<file path="config.mk">
export PLATFORM = sky130hd
export DESIGN_NAME = vkr_div
export DESIGN_NICKNAME = d
export VERILOG_FILES = /design/src/rtl/vkr_pkg.sv /design/src/rtl/vkr_div.sv
export SDC_FILE = /design/constraint.sdc
export NUM_CORES = 1
export LEC_CHECK = 0
export BUFFER_PORTS_ARGS = -buffer_cell sky130_fd_sc_hd__buf_2
export CAP_MARGIN = 10
export CORE_ASPECT_RATIO = 1.25
export CORE_MARGIN = 2
export CORE_UTILIZATION = 46
export DETAILED_ROUTE_END_ITERATION = 10
export PLACE_DENSITY = 0.72
export SLEW_MARGIN = 40
export SYNTH_ARGS = -nofsm -noshare
export SYNTH_HDL_FRONTEND = slang
export SYNTH_SLANG_ARGS = --single-unit
</file>
<file path="constraint.sdc">
create_clock -name clk -period 3.7 [get_ports clk]
set_input_delay 0.925 -clock clk [delete_from_list [all_inputs] [get_ports clk]]
set_output_delay 0.925 -clock clk [all_outputs]
set_load 0.01 [all_outputs]
</file>
<file path="src/rtl/vkr_pkg.sv">
// Package for the Vigenere key recovery block: sizes, widths, state codes
// and the English letter frequency table.
// Depends on nothing; every other file imports it.
package vkr_pkg;

    localparam int TEXT_DEPTH  = 4096;
    localparam int MAX_KEY     = 20;

    localparam int ADDR_W      = $clog2(TEXT_DEPTH);
    localparam int CNT_W       = $clog2(TEXT_DEPTH + 1);
    localparam int AD_W        = CNT_W + 1;
    localparam int LEN_W       = $clog2(MAX_KEY + 2);
    localparam int MIN_W       = 13;
    localparam int CHAR_W      = 8;
    localparam int LTR_W       = 5;
    localparam int KLEN_W      = 5;
    localparam int NUM_LETTERS = 26;
    localparam int HIDX_W      = 5;
    localparam int SIDX_W      = 6;

    // chi-squared datapath widths
    localparam int FREQ_W = 14;
    localparam int FN_W   = FREQ_W + CNT_W;
    localparam int OB_W   = CNT_W + 17;
    localparam int A_W    = OB_W;
    localparam int SQ_W   = 2 * A_W;
    localparam int NUM_W  = SQ_W + 20;
    localparam int D1_W   = FN_W + 4;
    localparam int DV_W   = D1_W + 10;
    localparam int SC_W   = 48;

    // index of coincidence widths
    localparam int PS_W   = 2 * CNT_W;
    localparam int IC_W   = 25;
    localparam int TOT_W  = IC_W + LEN_W;

    localparam int OB_SCALE = 100000;
    localparam int EPS_NUM  = 625;
    localparam int Q_SHIFT  = 24;
    localparam int CHI_SHIFT = 20;

    localparam logic [MIN_W-1:0] MIN_RESET = MIN_W'(10);
    localparam logic [SC_W-1:0]  SCORE_MAX = {SC_W{1'b1}};

    localparam logic [CHAR_W-1:0] CHR_UA = 8'h41;
    localparam logic [CHAR_W-1:0] CHR_UZ = 8'h5A;
    localparam logic [CHAR_W-1:0] CHR_LA = 8'h61;
    localparam logic [CHAR_W-1:0] CHR_LZ = 8'h7A;

    typedef enum logic [3:0] {
        ST_IDLE,
        ST_CHECK,
        ST_CLR,
        ST_READ,
        ST_IC_SUM,
        ST_IC_PREP,
        ST_IC_DIV,
        ST_AVG_DIV,
        ST_CHI_A,
        ST_CHI_B,
        ST_CHI_C,
        ST_CHI_DIV
    } state_t;

    // English letter frequencies in thousandths of a percent
    function automatic logic [FREQ_W-1:0] eng_freq(input logic [HIDX_W-1:0] idx);
        logic [FREQ_W-1:0] f;
        case (idx)
            5'd0:    f = FREQ_W'(8167);
            5'd1:    f = FREQ_W'(1492);
            5'd2:    f = FREQ_W'(2782);
            5'd3:    f = FREQ_W'(4253);
            5'd4:    f = FREQ_W'(12702);
            5'd5:    f = FREQ_W'(2228);
            5'd6:    f = FREQ_W'(2015);
            5'd7:    f = FREQ_W'(6094);
            5'd8:    f = FREQ_W'(6966);
            5'd9:    f = FREQ_W'(153);
            5'd10:   f = FREQ_W'(772);
            5'd11:   f = FREQ_W'(4025);
            5'd12:   f = FREQ_W'(2406);
            5'd13:   f = FREQ_W'(6749);
            5'd14:   f = FREQ_W'(7507);
            5'd15:   f = FREQ_W'(1929);
            5'd16:   f = FREQ_W'(95);
            5'd17:   f = FREQ_W'(5987);
            5'd18:   f = FREQ_W'(6327);
            5'd19:   f = FREQ_W'(9056);
            5'd20:   f = FREQ_W'(2758);
            5'd21:   f = FREQ_W'(978);
            5'd22:   f = FREQ_W'(2360);
            5'd23:   f = FREQ_W'(150);
            5'd24:   f = FREQ_W'(1974);
            5'd25:   f = FREQ_W'(74);
            default: f = '0;
        endcase
        return f;
    endfunction

endpackage

</file>
<file path="src/rtl/vkr_div.sv">
// Restoring divider, one quotient bit per cycle, shared by all divisions.
// Depends on vkr_pkg for operand widths.
module vkr_div (
    input  logic                      clk,
    input  logic                      rst_n,
    input  logic                      start,
    input  logic [vkr_pkg::NUM_W-1:0] dividend,
    input  logic [vkr_pkg::DV_W-1:0]  divisor,
    output logic                      done,
    output logic [vkr_pkg::NUM_W-1:0] quotient
);
    import vkr_pkg::*;

    localparam int STEP_W = $clog2(NUM_W + 1);

    logic              run_reg, run_next;
    logic              done_reg, done_next;
    logic [STEP_W-1:0] cnt_reg, cnt_next;
    logic [NUM_W-1:0]  dq_reg, dq_next;
    logic [DV_W-1:0]   rem_reg, rem_next;
    logic [DV_W-1:0]   dvs_reg, dvs_next;
    logic [DV_W:0]     trial;
    logic              ge;

    always_comb
    begin
        run_next  = run_reg;
        done_next = 1'b0;
        cnt_next  = cnt_reg;
        dq_next   = dq_reg;
        rem_next  = rem_reg;
        dvs_next  = dvs_reg;
        trial     = {rem_reg, dq_reg[NUM_W-1]};
        ge        = trial >= {1'b0, dvs_reg};
        if (start)
        begin
            run_next = 1'b1;
            cnt_next = '0;
            dq_next  = dividend;
            rem_next = '0;
            dvs_next = divisor;
        end
        else if (run_reg)
        begin
            // shift in one dividend bit, subtract where it fits
            rem_next = ge ? DV_W'(trial - {1'b0, dvs_reg}) : trial[DV_W-1:0];
            dq_next  = {dq_reg[NUM_W-2:0], ge};
            cnt_next = cnt_reg + STEP_W'(1);
            if (cnt_reg == STEP_W'(NUM_W - 1))
            begin
                run_next  = 1'b0;
                done_next = 1'b1;
            end
        end
    end

    always_ff @(posedge clk or negedge rst_n)
    begin
        if (!rst_n)
        begin
            run_reg  <= 1'b0;
            done_reg <= 1'b0;
            cnt_reg  <= '0;
            dq_reg   <= '0;
            rem_reg  <= '0;
            dvs_reg  <= '0;
        end
        else
        begin
            run_reg  <= run_next;
            done_reg <= done_next;
            cnt_reg  <= cnt_next;
            dq_reg   <= dq_next;
            rem_reg  <= rem_next;
            dvs_reg  <= dvs_next;
        end
    end

    assign done     = done_reg;
    assign quotient = dq_reg;

endmodule

</file>
==> impl_metrics.toml, run 1 <==
[outcome]
status = "complete, no violations"

[route]
viasPerCell = 5.39
wl_per_cell_um = 15.9
drc = 0
wl_um = 24300
firstDrtPassIters = 4
ant_nets = 0
drt_iter0_drc = 443
num_vias = 8244

[timing]
setup-tns-final_ns = 0
slew_violations = 0
hold_viol_final = 0
setup_violations = 0
slew_headroom_pct = 56.2
max_freq_ghz = 0.298
rsz0062_at_grt = "no"
clock_skew_ns = 0.0108
worst_pin_slew_ns = 0.657
fin_crit_ns = 3.36
period_share_pct = 90.7

[floorplan]
start_util_pct = 46.8
rows = 59
die_h_um = 167
ios = 205
dieWidth_um = 134
dieArea_mm2 = 0.0224
core_area_mm2 = 0.0208

[global_route]
grt_pass1_wl_um = 40600
grt_max_degree = 156
grt_antenna_before_repair = 0
grt_pass1_vias = 8220
track_usage_pct = 22.3
grt-ovfl-total = 0

[yosys]
synth_area_per_cell_um2 = 9.08
yosysSeqAreaShare_pct = 43.9
syn_nets = 1240
netlist_instances = 1073
ys_warn_count = 0
synth_top_area_share_pct = 43.9
postSynth.asyncResetShare_pct = 100
yosysMostFrequentCell = "dfrtp_1"
netlist_area_mm2 = 0.00974
ys_top_cells_by_area = "dfrtp_1 44%, mux2i_1 10%, o21ai_0 8.0%"
ys_types = 56
synth-main-ff-cell = "dfrtp_1"
synth_edf_count = 0
yosysTopAreaCell = "dfrtp_1"
yosys_register_bits = 171
yosys-top-cells-count = "171 x dfrtp_1, 170 x nand2_1, 156 x o21ai_0"

[finish]
drive_gt1_share_pct = 20.9
register_area_mm2 = 0.00428
stdcell_count = 1530
final_area_mm2 = 0.0116
fin_nets = 1410
diodes = 0
syn_to_final_growth_pct = 19.0
largest_reg_flops = 80
final_core_util_pct = 55.7
fillers = 1944
multi_input_area_mm2 = 0.00500

[clock_tree]
numCtsBuffers = 17
cts_resized = 0
cts_root_buf = "clkbuf_16"
clock-sinks = 171
insertion_delay_ns = 0.44
clock_path_buffers = 2
cts_setup_buffers = 0
htreeDepth = 4
cts_hold_buf = 0
clk_pin_slew_ns = 0.07
cts_tree = "yes"

[critical_path]
setup.worst_path.start = "rem_reg[30]"
worst_r2r_startpoint = "rem_reg[30]"
arrival_ns = 3.68
critPathLaunchType = "register"
critPathKind = "reg2reg"
critPathMaxFanout = 17
worstPathRequired_ns = 4.03
cp-end-kind = "register"

[place]
dp_hpwl_um = 17500
gp_routability_congestion = 0.901
placed_area_mm2 = 0.0110
portBuffers = 204
dp.cells = 1498

[power]
ir_worst_vdd_uv = 373
power_mw = 7.38
power_per_cell_area_mw_per_mm2 = 637
p_leak_nw = 6.17

[min_path]
hp-class = "in2async"

[run]
drv_cap = 0
[logic make-up after synthesis]
logic type | synth area share [%]
buffers and inverters | 4.74
adders and majority gates | 5.60
and+or+nand+nor | 12.6
muxes | 10.6
xor gates and xnor gates | 3.78
DFF | 43.9
AOI/OAI and AO/OA | 18.7
[worst paths after layout]
check                         endpoint  slack, ns  depth (start not counted)
setup / recovery           rem_reg[35]       0.34                         11
hold / removal             dvs_reg[16]       0.44                          1
setup reg to reg           rem_reg[35]       0.34                         11
hold reg to reg             dvs_reg[4]       0.53                          2
max in group asynchronous   dvs_reg[8]       2.37                          2
min in group clk            dvs_reg[4]       0.53                          2
[final cells by class]
class                      count  share of cell area, %
inverter                      55                   1.78
timing repair buffer         214                   10.0
clock inverter                15                   1.46
sequential                   171                   37.0
tap                          274                   2.96
clock buffer                  17                   3.67
multi-input combinational    784                   43.2
[routing by layer]
layer	up-vias	global-route usage [%]	wire, µm
met5	-	0	0
li1	4085	-	-
met3	28	5.84	1580
met1	3884	27.8	10300
met4	0	6.86	420
met2	247	37.7	12000
[layout by cell type (no fill, tap or decap), types with 3 or more instances in the layout]
cell type  count
xor2_1        22
nand2_1      170
inv_1         55
dfrtp_1      170
buf_4          6
nand3_1        9
nor4_1         3
inv_8          6
o21a_1         4
buf_12         4
and3_1         5
clkinv_8       3
mux2i_1       99
nand4_1        9
clkinv_4       3
mux2_2         4
o21bai_1      10
clkbuf_16     17
buf_2        202
a21oi_1       50
nor2b_1        4
a211oi_1      40
ha_1          42
nor3_1         6
inv_6          3
nor2_1        63
o21ai_0      156
nand2b_1       8
a221oi_1       3
o41ai_1        5
xnor2_1       20
a21o_1        14
o21ai_1        4
[worst max-delay path, cell delays in order, from the launching register on]
cell,delay (ns)
dfrtp_1,0.40
ha_1,0.40
and2_2,0.21
nand3_2,0.10
nand2b_1,0.17
or4_1,0.53
a31oi_2,0.20
nor4_2,0.09
o21ai_4,0.45
buf_4,0.30
mux2i_1,0.09
a211oi_1,0.29
[report_power, final]
part           total [mW]  internal, mW  switching (mW)
Combinational        3.18          1.37            1.80
Sequential           2.41          2.17           0.236
Clock                1.79         0.914           0.881
[stage by stage]
stage | setup WS (ns) | hold WS, ns
5_1_grt | 0.0331 | 0.479
3_5_place_dp | 0.409 | 0.507
2_1_floorplan | 0.721 | 0.485
6_report | 0.343 | 0.442
4_1_cts | 0.338 | 0.459
3_3_place_gp | 0.474 | 0.502
Note: power is estimated with default switching activity, not from simulation.
==> run 2, diff against run 1 <==
CTS_BUF_LIST = sky130_fd_sc_hd__clkbuf_4   (was default)
==> run 2 against run 1 <==
Net effect:
- first-iteration DRC count shrank 4.3%
- global-route usage shrank 0.26 points
- routed wire length down 1.5%
- sequential share of layout area up 0.97 points
- register-to-register slack improved by 0.02 ns
- worst hold slack got worse by 0.17 ns
- maximum frequency is 0.56% higher
==> impl_metrics.toml, run 2 (synthesis gave the netlist of run 1 again) <==
[finish]
final_common_cell = "buf_2"
final_core_util_pct = 54.3
largest_reg_flops = 80
syn_to_final_growth_pct = 15.9
final_area_mm2 = 0.0113
fin_nets = 1410
layout_common_cells = "202 x buf_2, 170 x nand2_1, 170 x dfrtp_1"
fillers = 1996
drive_gt1_share_pct = 20.9

[place]
dp_hpwl_um = 17500
portBuffers = 204
place_ws_ns = 0.409
placed_area_mm2 = 0.0110
gp_routability_congestion = 0.901

[route]
ant_nets = 0
wl_per_cell_um = 15.6
num_vias = 8206
viasPerCell = 5.36
wl_um = 23900
drc = 0
drt_iter0_drc = 424
firstDrtPassIters = 4

[run]
drv_cap = 0

[power]
p_leak_nw = 6.04
ir_worst_vdd_uv = 290
power_per_cell_area_mw_per_mm2 = 591
power_mw = 6.68

[clock_tree]
clk_pin_slew_ns = 0.16
cts_tree = "yes"
clock-sinks = 171
numCtsBuffers = 17
cts_root_buf = "clkbuf_4"
htreeDepth = 4
cts_resized = 0
cts_hold_buf = 0
cts_setup_buffers = 0
clock_path_buffers = 2
insertion_delay_ns = 0.59

[timing]
worst_pin_slew_ns = 0.637
slew_violations = 0
clock_skew_ns = 0.0258
setup_ws_ns = 0.361
period_share_pct = 90.2
rsz0062_at_grt = "no"
setup-tns-final_ns = 0
fin_crit_ns = 3.34
hold_viol_final = 0
max_freq_ghz = 0.300
slew_headroom_pct = 57.5
setup_violations = 0

[critical_path]
worst_r2r_startpoint = "rem_reg[2]"
cp-end-kind = "register"
critPathLaunchType = "register"
critPathCapture = "rem_reg[39]"
arrival_ns = 3.82
reg2reg_to = "rem_reg[39]"
r2r_slack_ns = 0.36
worst-r2r-cell-count = 11
worstPathRequired_ns = 4.18
setup.worst_path.start = "rem_reg[2]"
critPathMaxFanout = 5
critPathKind = "reg2reg"

[floorplan]
dieWidth_um = 134
core_area_mm2 = 0.0208
ios = 205
start_util_pct = 46.8
die_h_um = 167
dieArea_mm2 = 0.0224
rows = 59

[global_route]
track_usage_pct = 22.0
grt_pass1_vias = 8183
grt_max_degree = 156
grt-ovfl-total = 0
grt_pass1_wl_um = 40300
grt_antenna_before_repair = 1

[outcome]
status = "complete, no violations"

[min_path]
hp-class = "in2async"
run 2: cell type report:
| class | instances | area (µm²) | share of cell area, % |
|---|---|---|---|
| diodes | 1 | 2.50 | 0.0222 |
| well taps | 274 | 343 | 3.04 |
| multi-input cells | 784 | 5000 | 44.3 |
| repair buffers | 214 | 1160 | 10.3 |
| clock buffers | 17 | 128 | 1.13 |
| clock inverters | 15 | 169 | 1.50 |
| inverters | 55 | 206 | 1.83 |
| flip-flops and latches | 171 | 4280 | 37.9 |
run 2: routing by layer:
metal	part of all wire [%]	track usage (%)
met5	0	0
met4	1.8	6.41
met3	6.2	5.72
met2	49	37.5
met1	43	27.5
run 2: stage by stage:
stage / cells / hold WS, ns
after floorplan: 1073 / 0.485
after global placement: 1498 / 0.502
after detailed placement: 1498 / 0.507
after CTS: 1530 / 0.250
after global routing: 1531 / 0.278
final: 1531 / 0.269
run 2: report_power, final:
group,internal [mW],leakage [nW],total (mW),switching (mW)
Sequential,2.17,2.14,2.40,0.235
Combinational,1.37,3.74,3.17,1.80
Clock,0.319,0.161,1.11,0.791
Total,3.86,6.04,6.68,2.82
run 2: worst min-delay path by stage:
stage / slack (ns) / to
CTS: 0.25 / dvs_reg[16]
global placement: 0.50 / dvs_reg[0]
global route: 0.28 / dvs_reg[16]
finish: 0.27 / dvs_reg[16]
detailed placement: 0.51 / dvs_reg[0]
floorplan: 0.48 / dvs_reg[0]
run 2: critical path, stage by stage, from the launching register on:
cell and delay (ns):
dfrtp_1 0.43, ha_1 0.38, a21o_1 0.20, a21oi_1 0.25
a21oi_1 0.16, o2111ai_1 0.43, a21oi_1 0.21, o41ai_1 0.46
o21ai_0 0.17, a21oi_1 0.22, xor2_1 0.20, o21ai_0 0.13
